### src/rtl/core/stro_pkg.sv
`default_nettype none

package stro_pkg;

  // Field widths
  localparam int unsigned FREQ_W  = 23;
  localparam int unsigned AMP_W   = 15;
  localparam int unsigned SHARE_W = 17;
  localparam int unsigned OFS_W   = 16;
  localparam int unsigned OUT_W   = 17;

  // Level is Q2.31 with sign, 16 fraction bits below the Q1.15 output grid
  localparam int unsigned FINE_W  = 34;
  localparam int unsigned FRAC_X  = 16;

  // Divider quotient width and iteration count width
  localparam int unsigned QUO_W   = 32;
  localparam int unsigned IT_W    = 6;

  localparam logic [SHARE_W-1:0] SHARE_ONE = SHARE_W'(65536);

  localparam logic signed [OUT_W+1:0] OUT_MAX = (OUT_W+2)'(65535);
  localparam logic signed [OUT_W+1:0] OUT_MIN = -(OUT_W+2)'(65536);

  typedef struct packed {
    logic load;        // capture input beat
    logic per_start;   // start period divide (or force max period)
    logic per_take;    // store saturated period
    logic dir;         // update direction flag
    logic cnt;         // compute segment count
    logic jump;        // count is zero: level jumps to +peak or -peak
    logic step_start;  // start step divide
    logic step_take;   // apply step to the level
    logic emit;        // load output register
  } stro_cmd_t;

  typedef struct packed {
    logic freq_zero;
    logic div_busy;
    logic count_zero;
    logic out_free;
  } stro_sts_t;

endpackage

`default_nettype wire

### src/rtl/core/stro_div.sv
`default_nettype none

// Restoring divider, one quotient bit per cycle.
// Dividend is left aligned by the caller so that iters_i steps finish it.
module stro_div #(
  parameter int unsigned DVW = 24
) (
  input  wire logic                       clk_i,
  input  wire logic                       rst_ni,
  input  wire logic                       start_i,
  input  wire logic [stro_pkg::QUO_W-1:0] dividend_i,
  input  wire logic [DVW-1:0]             divisor_i,
  input  wire logic [stro_pkg::IT_W-1:0]  iters_i,
  output logic                            busy_o,
  output logic [stro_pkg::QUO_W-1:0]      quo_o
);
  import stro_pkg::*;

  logic             busy_q;
  logic [IT_W-1:0]  cnt_q;
  logic [DVW-1:0]   rem_q, rem_d;
  logic [DVW-1:0]   dvs_q;
  logic [QUO_W-1:0] quo_q;
  logic [DVW:0]     shifted;
  logic [DVW:0]     diff;
  logic             ge;

  assign shifted = {rem_q, quo_q[QUO_W-1]};
  assign ge      = shifted >= {1'b0, dvs_q};
  assign diff    = shifted - {1'b0, dvs_q};
  assign rem_d   = ge ? diff[DVW-1:0] : shifted[DVW-1:0];

  always_ff @(posedge clk_i or negedge rst_ni) begin
    if (!rst_ni) begin
      busy_q <= 1'b0;
      cnt_q  <= '0;
    end else if (start_i) begin
      busy_q <= iters_i != '0;
      cnt_q  <= iters_i;
    end else if (busy_q) begin
      cnt_q <= cnt_q - IT_W'(1);
      if (cnt_q == IT_W'(1)) begin
        busy_q <= 1'b0;
      end
    end
  end

  always_ff @(posedge clk_i) begin
    if (start_i) begin
      rem_q <= '0;
      quo_q <= dividend_i;
      dvs_q <= divisor_i;
    end else if (busy_q) begin
      rem_q <= rem_d;
      quo_q <= {quo_q[QUO_W-2:0], ge};
    end
  end

  assign busy_o = busy_q;
  assign quo_o  = quo_q;

endmodule

`default_nettype wire

### src/rtl/core/stro_dp.sv
`default_nettype none

module stro_dp #(
  parameter int unsigned SAMPLE_RATE_HZ = 48000,
  parameter int unsigned MAX_PERIOD     = 1048575
) (
  input  wire logic                              clk_i,
  input  wire logic                              rst_ni,
  input  wire stro_pkg::stro_cmd_t               cmd_i,
  output stro_pkg::stro_sts_t                    sts_o,
  input  wire logic [stro_pkg::FREQ_W-1:0]       freq_q8_i,
  input  wire logic [stro_pkg::AMP_W-1:0]        peak_level_i,
  input  wire logic [stro_pkg::SHARE_W-1:0]      rise_share_i,
  input  wire logic signed [stro_pkg::OFS_W-1:0] dc_shift_i,
  output logic                                   out_valid_o,
  input  wire logic                              out_stall_i,
  output logic signed [stro_pkg::OUT_W-1:0]      wave_out_o
);
  import stro_pkg::*;

  localparam int unsigned PW  = $clog2(MAX_PERIOD + 1);
  localparam int unsigned DVW = (PW > FREQ_W) ? PW : FREQ_W;
  localparam int unsigned NUM = SAMPLE_RATE_HZ * 256;
  localparam int unsigned NW  = $clog2(NUM + 1);
  localparam logic [QUO_W-1:0] NUM_ALIGN = QUO_W'(NUM) << (QUO_W - NW);
  localparam logic [PW-1:0]    PER_MAX   = PW'(MAX_PERIOD);
  localparam int unsigned LVL_W = FINE_W - FRAC_X;

  logic [FREQ_W-1:0]       freq_q;
  logic [AMP_W-1:0]        amp_q;
  logic [SHARE_W-1:0]      share_q;
  logic signed [OFS_W-1:0] ofs_q;
  logic [PW-1:0]           period_q;
  logic [PW-1:0]           count_q;
  logic                    falling_q;
  logic signed [FINE_W-1:0] fine_q;
  logic                    out_valid_q;
  logic signed [OUT_W-1:0] out_q;

  logic                    div_start;
  logic [QUO_W-1:0]        div_dividend;
  logic [DVW-1:0]          div_divisor;
  logic [IT_W-1:0]         div_iters;
  logic                    div_busy;
  logic [QUO_W-1:0]        div_quo;

  logic signed [FINE_W-1:0] amp31;
  logic [SHARE_W-1:0]      share_eff;
  logic [SHARE_W+PW-1:0]   prod;
  logic signed [LVL_W-1:0] lvl;
  logic signed [OUT_W+1:0] sum;
  logic signed [OUT_W-1:0] sat;

  assign div_start    = cmd_i.per_start && (freq_q != '0) || cmd_i.step_start;
  assign div_dividend = cmd_i.per_start ? NUM_ALIGN : {amp_q, 17'b0};
  assign div_divisor  = cmd_i.per_start ? DVW'(freq_q) : DVW'(count_q);
  assign div_iters    = cmd_i.per_start ? IT_W'(NW) : IT_W'(QUO_W);

  stro_div #(
    .DVW(DVW)
  ) u_div (
    .clk_i     (clk_i),
    .rst_ni    (rst_ni),
    .start_i   (div_start),
    .dividend_i(div_dividend),
    .divisor_i (div_divisor),
    .iters_i   (div_iters),
    .busy_o    (div_busy),
    .quo_o     (div_quo)
  );

  assign amp31     = $signed({3'b000, amp_q, 16'b0});
  assign share_eff = falling_q ? (SHARE_ONE - share_q) : share_q;
  assign prod      = (SHARE_W+PW)'(share_eff) * (SHARE_W+PW)'(period_q);

  // floor to the output grid, add offset, clamp
  assign lvl = LVL_W'(fine_q >>> FRAC_X);
  assign sum = (OUT_W+2)'(lvl) + (OUT_W+2)'(ofs_q);
  always_comb begin
    if (sum > OUT_MAX) begin
      sat = OUT_MAX[OUT_W-1:0];
    end else if (sum < OUT_MIN) begin
      sat = OUT_MIN[OUT_W-1:0];
    end else begin
      sat = sum[OUT_W-1:0];
    end
  end

  // Input capture and intermediate payload
  always_ff @(posedge clk_i) begin
    if (cmd_i.load) begin
      freq_q  <= freq_q8_i;
      amp_q   <= peak_level_i;
      share_q <= (rise_share_i > SHARE_ONE) ? SHARE_ONE : rise_share_i;
      ofs_q   <= dc_shift_i;
    end
    if (cmd_i.per_start && freq_q == '0) begin
      period_q <= PER_MAX;
    end else if (cmd_i.per_take) begin
      period_q <= (div_quo > QUO_W'(MAX_PERIOD)) ? PER_MAX : div_quo[PW-1:0];
    end
    if (cmd_i.cnt) begin
      count_q <= prod[FRAC_X +: PW];
    end
    if (cmd_i.emit) begin
      out_q <= sat;
    end
  end

  // Oscillator state
  always_ff @(posedge clk_i or negedge rst_ni) begin
    if (!rst_ni) begin
      falling_q <= 1'b0;
      fine_q    <= '0;
    end else begin
      if (cmd_i.dir) begin
        if (fine_q >= amp31) begin
          falling_q <= 1'b1;
        end else if (fine_q <= -amp31) begin
          falling_q <= 1'b0;
        end
      end
      if (cmd_i.jump) begin
        fine_q <= falling_q ? -amp31 : amp31;
      end else if (cmd_i.step_take) begin
        if (falling_q) begin
          fine_q <= fine_q - $signed(FINE_W'(div_quo));
        end else begin
          fine_q <= fine_q + $signed(FINE_W'(div_quo));
        end
      end
    end
  end

  always_ff @(posedge clk_i or negedge rst_ni) begin
    if (!rst_ni) begin
      out_valid_q <= 1'b0;
    end else if (cmd_i.emit) begin
      out_valid_q <= 1'b1;
    end else if (!out_stall_i) begin
      out_valid_q <= 1'b0;
    end
  end

  assign sts_o.freq_zero  = freq_q == '0;
  assign sts_o.div_busy   = div_busy;
  assign sts_o.count_zero = count_q == '0;
  assign sts_o.out_free   = !out_valid_q || !out_stall_i;

  assign out_valid_o = out_valid_q;
  assign wave_out_o  = out_q;

endmodule

`default_nettype wire

### src/rtl/core/stro_ctrl.sv
`default_nettype none

module stro_ctrl (
  input  wire logic                clk_i,
  input  wire logic                rst_ni,
  input  wire logic                in_valid_i,
  output logic                     in_stall_o,
  input  wire stro_pkg::stro_sts_t sts_i,
  output stro_pkg::stro_cmd_t      cmd_o
);
  import stro_pkg::*;

  localparam logic [2:0] S_IDLE  = 3'd0;
  localparam logic [2:0] S_PER   = 3'd1;
  localparam logic [2:0] S_PWAIT = 3'd2;
  localparam logic [2:0] S_DIR   = 3'd3;
  localparam logic [2:0] S_CNT   = 3'd4;
  localparam logic [2:0] S_STEP  = 3'd5;
  localparam logic [2:0] S_SWAIT = 3'd6;
  localparam logic [2:0] S_OUT   = 3'd7;

  logic [2:0] state_q, state_d;

  always_comb begin
    state_d = state_q;
    cmd_o   = '0;
    case (state_q)
      S_IDLE: begin
        if (in_valid_i) begin
          cmd_o.load = 1'b1;
          state_d    = S_PER;
        end
      end
      S_PER: begin
        cmd_o.per_start = 1'b1;
        state_d = sts_i.freq_zero ? S_DIR : S_PWAIT;
      end
      S_PWAIT: begin
        if (!sts_i.div_busy) begin
          cmd_o.per_take = 1'b1;
          state_d        = S_DIR;
        end
      end
      S_DIR: begin
        cmd_o.dir = 1'b1;
        state_d   = S_CNT;
      end
      S_CNT: begin
        cmd_o.cnt = 1'b1;
        state_d   = S_STEP;
      end
      S_STEP: begin
        if (sts_i.count_zero) begin
          cmd_o.jump = 1'b1;
          state_d    = S_OUT;
        end else begin
          cmd_o.step_start = 1'b1;
          state_d          = S_SWAIT;
        end
      end
      S_SWAIT: begin
        if (!sts_i.div_busy) begin
          cmd_o.step_take = 1'b1;
          state_d         = S_OUT;
        end
      end
      S_OUT: begin
        if (sts_i.out_free) begin
          cmd_o.emit = 1'b1;
          state_d    = S_IDLE;
        end
      end
      default: begin
        state_d = S_IDLE;
      end
    endcase
  end

  always_ff @(posedge clk_i or negedge rst_ni) begin
    if (!rst_ni) begin
      state_q <= S_IDLE;
    end else begin
      state_q <= state_d;
    end
  end

  assign in_stall_o = state_q != S_IDLE;

endmodule

`default_nettype wire

### src/rtl/core/slewed_triangle_oscillator_core.sv
// Slewed triangle oscillator: one output sample per input beat.
// Input channel (in_valid_i / in_stall_o) carries frequency (Q.8 Hz),
// amplitude (Q0.15), rising share (Q1.16) and DC offset (Q1.15) for one
// sample. Output channel (out_valid_o / out_stall_i) returns the sample.
// One beat is processed at a time; in_stall_o is high from the beat's
// acceptance until its result enters the output register.
// The two divides run on the shared bit-serial divider: the period
// divide yields NW quotient bits, where NW = clog2(SAMPLE_RATE_HZ*256+1)
// (24 at 48 kHz), and the level step divide yields 32. Zero frequency
// skips the period divide; a zero segment count skips the step divide.
// Reset clears the direction to rising, the level to zero and drops
// output valid. A stalled output holds its sample; the core can accept
// and work on the next beat meanwhile, and waits only to load its result.
`default_nettype none

module slewed_triangle_oscillator_core #(
  parameter int unsigned SAMPLE_RATE_HZ = 48000,
  parameter int unsigned MAX_PERIOD     = 1048575
) (
  input  wire logic                              clk_i,
  input  wire logic                              rst_ni,
  input  wire logic                              in_valid_i,
  output logic                                   in_stall_o,
  input  wire logic [stro_pkg::FREQ_W-1:0]       freq_q8_i,
  input  wire logic [stro_pkg::AMP_W-1:0]        peak_level_i,
  input  wire logic [stro_pkg::SHARE_W-1:0]      rise_share_i,
  input  wire logic signed [stro_pkg::OFS_W-1:0] dc_shift_i,
  output logic                                   out_valid_o,
  input  wire logic                              out_stall_i,
  output logic signed [stro_pkg::OUT_W-1:0]      wave_out_o
);
  import stro_pkg::*;

  stro_cmd_t cmd;
  stro_sts_t sts;

  // Sequencer: period divide, direction, count, step divide, output
  stro_ctrl u_ctrl (
    .clk_i     (clk_i),
    .rst_ni    (rst_ni),
    .in_valid_i(in_valid_i),
    .in_stall_o(in_stall_o),
    .sts_i     (sts),
    .cmd_o     (cmd)
  );

  // Holds the beat, the oscillator state, divider and output register
  stro_dp #(
    .SAMPLE_RATE_HZ(SAMPLE_RATE_HZ),
    .MAX_PERIOD    (MAX_PERIOD)
  ) u_dp (
    .clk_i       (clk_i),
    .rst_ni      (rst_ni),
    .cmd_i       (cmd),
    .sts_o       (sts),
    .freq_q8_i   (freq_q8_i),
    .peak_level_i(peak_level_i),
    .rise_share_i(rise_share_i),
    .dc_shift_i  (dc_shift_i),
    .out_valid_o (out_valid_o),
    .out_stall_i (out_stall_i),
    .wave_out_o  (wave_out_o)
  );

endmodule

`default_nettype wire

### config.mk
export PLATFORM = sky130hd
export DESIGN_NAME = slewed_triangle_oscillator_core
export DESIGN_NICKNAME = d
export VERILOG_FILES = /design/src/rtl/core/stro_pkg.sv /design/src/rtl/core/stro_div.sv /design/src/rtl/core/stro_dp.sv /design/src/rtl/core/stro_ctrl.sv /design/src/rtl/core/slewed_triangle_oscillator_core.sv
export SDC_FILE = /design/constraint.sdc
export NUM_CORES = 1
export LEC_CHECK = 0
export BUFFER_PORTS_ARGS = -buffer_cell sky130_fd_sc_hd__clkbuf_2
export CORE_MARGIN = 3
export CORE_UTILIZATION = 26
export DETAILED_ROUTE_END_ITERATION = 12
export PLACE_DENSITY = 0.47
export SYNTH_ARGS = -nofsm -noshare
export SYNTH_HDL_FRONTEND = slang
export SYNTH_SLANG_ARGS = --single-unit
### constraint.sdc
create_clock -name clk_i -period 12.02 [get_ports clk_i]
set_input_delay 1.202 -clock clk_i [delete_from_list [all_inputs] [get_ports clk_i]]
set_output_delay 1.202 -clock clk_i [all_outputs]
set_load 0.02 [all_outputs]
After elaboration in Yosys (flattened, before gate mapping)
Cells that the tools add are included.
{ "op_classes": {"addsub": 7, "mul": 1, "magnitude_cmp": 7, "n_eq_ne": 13, "mux": 42, "reduce_logical": 17} }
{ "ops": {"columns": ["operator", "n"], "rows": [
  ["$mux 34", 4],
  ["$mux 32", 3],
  ["$mux 20", 2],
  ["$mul 17x20->36", 1],
  ["$add 34x33->34", 1],
  ["$ge 34x32->1", 1],
  ["$le 34x34->1", 1],
  ["$mux 17", 2],
  ["$neg 31->34", 1],
  ["$sub 34x33->34", 1],
  ["$gt 32x20->1 const B", 1],
  ["$ge 24x23->1", 1],
  ["$pmux 3 s8", 1],
  ["$logic_not 23->1", 1],
  ["$mux 23", 1],
  ["$reduce_bool 23->1", 1],
  ["$sub 23x23->23", 1],
  ["$mux 1", 21],
  ["$logic_not 20->1", 1],
  ["$add 18x16->19", 1],
  ["$gt 19x17->1 const B", 1],
  ["$lt 19x17->1 const B", 1],
  ["$mux 6", 3],
  ["$gt 17x17->1 const B", 1],
  ["19 further kinds", 34]
]} }
{ "totals": {"register_bits": 252, "output_inout_bits": 19, "elab_cells": 104} }

Depth between registers and ports, before layout
{ "logic_depth": {"word_depth": 5, "ltp_mapped": 31, "depth_no_buf": 30} }

Hierarchy
From an unflattened synthesis, not the netlist that was laid out.
{ "hier_totals": {"hier_cells": 2750, "area_unflattened_um2": 26021.2} }
{ "modules_own_cells": {"columns": ["mod", "n_inst", "cells_each", "area_each_um2", "seq_area_each_um2"], "rows": [
  ["stro_dp", 1, 2274, 21058.9, 4544.4],
  ["stro_div", 1, 445, 4684.5, 2287.2],
  ["stro_ctrl", 1, 31, 277.8, 75.1]
]} }

Worst setup path before layout
Ideal clock, no wire load.
{ "synth_path": {"path_kind": "flip-flop to flip-flop", "startpoint": "register u_dp.share_q[5]", "endpoint": "register u_dp.count_q[19], data pin", "arrival_time_ns": 8.472, "required_ns": 11.761, "path_slack_ns": 3.289, "path_stages_with_launch": 30, "n_path_buf": 2, "period_less_slack_ns": 8.731, "path_cell_list": "edfxtp_1 > or4_4 > or3_4 > or3_4 > or3_4 > or3_4 > nor4_4 > xor2_1 > buf_2 > buf_6 > nand2_1 > fa_1 > fa_1 > inv_1 > fa_1 > fa_1 > fa_1 > inv_1 > fa_1 > inv_1 > ha_1 > and4_1 > a221oi_1 > o2bb2ai_1 > a311o_1 > a21oi_1 > o21ai_0 > a221oi_1 > o21bai_1 > xnor2_1"} }
{ "synth_between": {"elab_chain_cells": 3} }
{ "synth_lines": {"columns": ["element", "line", "source"], "rows": [
  ["start, declared", "stro_dp.sv:31", "logic [SHARE_W-1:0] share_q;"],
  ["start signal, assigned", "stro_dp.sv:94", "share_q <= (rise_share_i > SHARE_ONE) ? SHARE_ONE : rise_share_i;"],
  ["$sub 17x17->17", "stro_dp.sv:73", "assign share_eff = falling_q ? (SHARE_ONE - share_q) : share_q;"],
  ["$mux 17 *", "stro_dp.sv:73", null],
  ["$mul 17x20->36 *", "stro_dp.sv:74", "assign prod = (SHARE_W+PW)'(share_eff) * (SHARE_W+PW)'(period_q);"],
  ["net u_dp.prod[35]", "stro_dp.sv:49", "logic [SHARE_W+PW-1:0] prod;"],
  ["end signal, assigned", "stro_dp.sv:103", "count_q <= prod[FRAC_X +: PW];"],
  ["end, declared", "stro_dp.sv:34", "logic [PW-1:0] count_q;"]
]} }
The timed path passes the listed nets; every way through them passes the cells marked *.
A chain may end at the register's enable or synchronous reset.

Worst setup path after layout
Same ends and word-level chain as after synthesis.

==> run summary <==
initial antenna violation count - 1
RSZ-0062 raised after global routing - no
post-DP HPWL - 53.49 mm
Max clock buf depth - 3
Syn Inst Count - 2754
clk_skew - 0.04563 ns
final WL - 71.06 mm
Core Util, Final - 0.2938
HP Class - flip-flop to flip-flop
vias in the first global route - 19340
Filler cells - 10260
CP Capture Type - flip-flop
Max stage delay on crit path - 0.56 ns
routed wl met2 - 32.98 mm
crit path DAT - 9.62 ns
CP top delay family - adder cells
average cell area after synthesis - 9.289 um2
TritonCTS clock tree - done
mux contribution to synthesized area - 0.01360
Primary FF master, synth - edfxtp_1
largest net degree at the start of global routing - 54
Post-Synth Adder-Cell Area - 0.3166
Post-synth EDFFs - 163
critical path depth - 28
Worst EP required - 12.32 ns
FF-to-FF path depth - 28
worst slew pin tran - 1.168 ns
synth-to-layout area growth - 11.55%
drt drc - 0
Worst-Skew Late Latency - 0.59 ns
min Tclk post-route - 9.324 ns
CTS Sinks - 252
register area - 6908 um2
Final setup viols - 0
most frequent cells in the layout - inv_1 (403), nand2_1 (311), fa_1 (269)
Routed Antenna Nets - 0
CP max stage cell - or4_4
Post-CTS Setup Inserts - 0
Via-to-Cell Ratio - 4.587
total of max-cap violations - 0
fmax - 0.1073 GHz
Initial Util - 0.2634
Slew HR - 0.2161
CP Class - flip-flop to flip-flop
hold buffers post-CTS - 0
share of layout cells above drive strength 1 - 0.08192
total track usage - 0.1394
first-pass GRT wire length - 113.2 mm
chip height - 319.7 um
Post-Syn Area - 25580 um2
setup_tns - 0 ns
H-tree depth - 1
Buf+Inv Stages, Crit Path - 4
num ports - 94
nets@finish - 3368
Rows - 114
Slew Limit Fails - 0
Met3 Wirelength - 2.235 mm
root buf cell - clkbuf_16
post-synthesis sequential area ratio - 0.2700
crit path launch type - flip-flop
Fin Hold WS - 0.4976 ns
post-CTS sizing - 0
most common cell after layout, fill and taps aside - inv_1
largest family of logic cells by synthesized area - adder cells
XOR/XNOR Fraction of Synth Area - 0.05238
number of CTS-inserted buffers - 31
Detailed Routing Iterations Pass 1 - 6
drt wl/cell - 17.29 um
warning count from the yosys run - 0
Simple-Gate Fraction of Synth Area - 0.1595
critical path peak fanout - 20
Clock transition at path regs - 0.06 ns
outcome - finished clean
Top Metal Used - met4
post-synthesis register bit count - 252
area of the multi-input gates - 16740 um2
via count - 18850
Final Hold Fails - 0
fin crit share - 0.7757
Async SR Flop Fraction - 0.1825
# port buffers - 93
area fraction in compound gates after synthesis - 0.1103
Syn Nets - 3315
Top cell by count, worst path - fa_1
Distinct cells, synth - 68
hold path cells - 2
Die Wd - 319.7 um
Core Box Area - 97140 um2
die area - 102200 um2
DR iter-0 viols - 1238
GP Congestion - 0.8207
Met1 Wirelength - 34.22 mm
Remaining Overflow, GRT - 0
cell usage after synthesis (13+ instances only):
cell type  number  area [um2]
and3_1         22       137.6
nor3_1         41       205.2
nor2b_1        40       250.2
dfrtp_1        46        1151
dfxtp_1        43       860.8
edfxtp_1      163        4895
nor2_1        155       581.8
nand2_1       311        1167
o21a_1         16       120.1
nor4_1         27       168.9
xnor2_1       116        1016
nand4_1        22       137.6
inv_1         403        1513
ha_1          217        2715
a21oi_1       142       710.7
o31ai_1        13       97.59
o21ai_0       134       670.6
nand2b_1       21       131.4
mux2_2         22       247.7
a21o_1         63       473.0
nand3_1        37       185.2
clkbuf_1      115       431.7
and2_1        126       788.3
xor2_1         37       324.1
fa_1          269        5385
worst reg2reg max path: cells and delay by family (launching register included):
kind | cells | cell delay (ns)
adder cells (fa/ha/maj) | 7 | 3.50
AND/OR/NAND/NOR | 8 | 2.46
AO/OA/AOI/OAI | 7 | 1.94
flip-flops | 1 | 0.42
buffers and inverters | 4 | 0.41
XOR/XNOR | 2 | 0.30
flip-flops by register name, indices dropped and copies added (netlist names):
register,count
u_ctrl.state_q,3
u_dp.amp_q,15
u_dp.count_q,20
u_dp.falling_q,1
u_dp.fine_q,34
u_dp.freq_q,23
u_dp.ofs_q,16
u_dp.out_valid_o,1
u_dp.period_q,20
u_dp.share_q,17
u_dp.u_div.busy_o,1
u_dp.u_div.cnt_q,6
u_dp.u_div.dvs_q,23
u_dp.u_div.quo_o,32
u_dp.u_div.rem_q,23
u_dp.wave_out_o,17
final timing paths:
kind	from	end	slack [ns]
max	u_dp.share_q[5]	u_dp.count_q[19]	2.70
min	u_dp.u_div.rem_q[7]	u_dp.u_div.rem_q[8]	0.50
max reg2reg	u_dp.share_q[5]	u_dp.count_q[19]	2.70
min reg2reg	u_dp.u_div.rem_q[7]	u_dp.u_div.rem_q[8]	0.50
max in group asynchronous	rst_ni	u_dp.fine_q[0]	10.77
min in group asynchronous	rst_ni	u_dp.fine_q[18]	0.74
stage by stage:
| stage | area, um2 | setup slack (ns) | instances |
|---|---|---|---|
| 4_1_cts | 28530 | 2.625 | 4108 |
| 6_report | 28540 | 2.696 | 4109 |
| 2_1_floorplan | 25580 | 3.289 | 2754 |
| 3_5_place_dp | 27590 | 2.691 | 4050 |
| 3_3_place_gp | 27590 | 2.778 | 4050 |
| 5_1_grt | 28530 | 2.195 | 4108 |
area by class of cell:
class | count | share of cell area
Multi-Input combinational cell | 1976 | 0.5866
Sequential cell | 252 | 0.2421
Tap cell | 1276 | 0.05595
Inverter | 405 | 0.05327
Clock buffer | 51 | 0.03161
Timing Repair Buffer | 141 | 0.02894
Clock inverter | 7 | 0.001447
Antenna cell | 1 | 0.00008769
routing by layer:
metal	track usage	vias to the layer above
met5	0	-
met3	0.01392	76
met4	0.03235	0
li1	-	9188
met2	0.2294	270
met1	0.1974	9316
logic make-up (layout without fill, tap and decap cells):
group | Yosys count | after routing
compound gates | 463 | 463
xor+xnor | 153 | 153
fa+ha+maj | 486 | 486
buf+inv | 526 | 604
flops | 252 | 252
mux | 32 | 32
other cells | 0 | 1
simple gates | 842 | 842
Power is left out: the tool's default activity adds up to more than one toggle a clock period on the data nets, which glitch-free logic cannot reach.
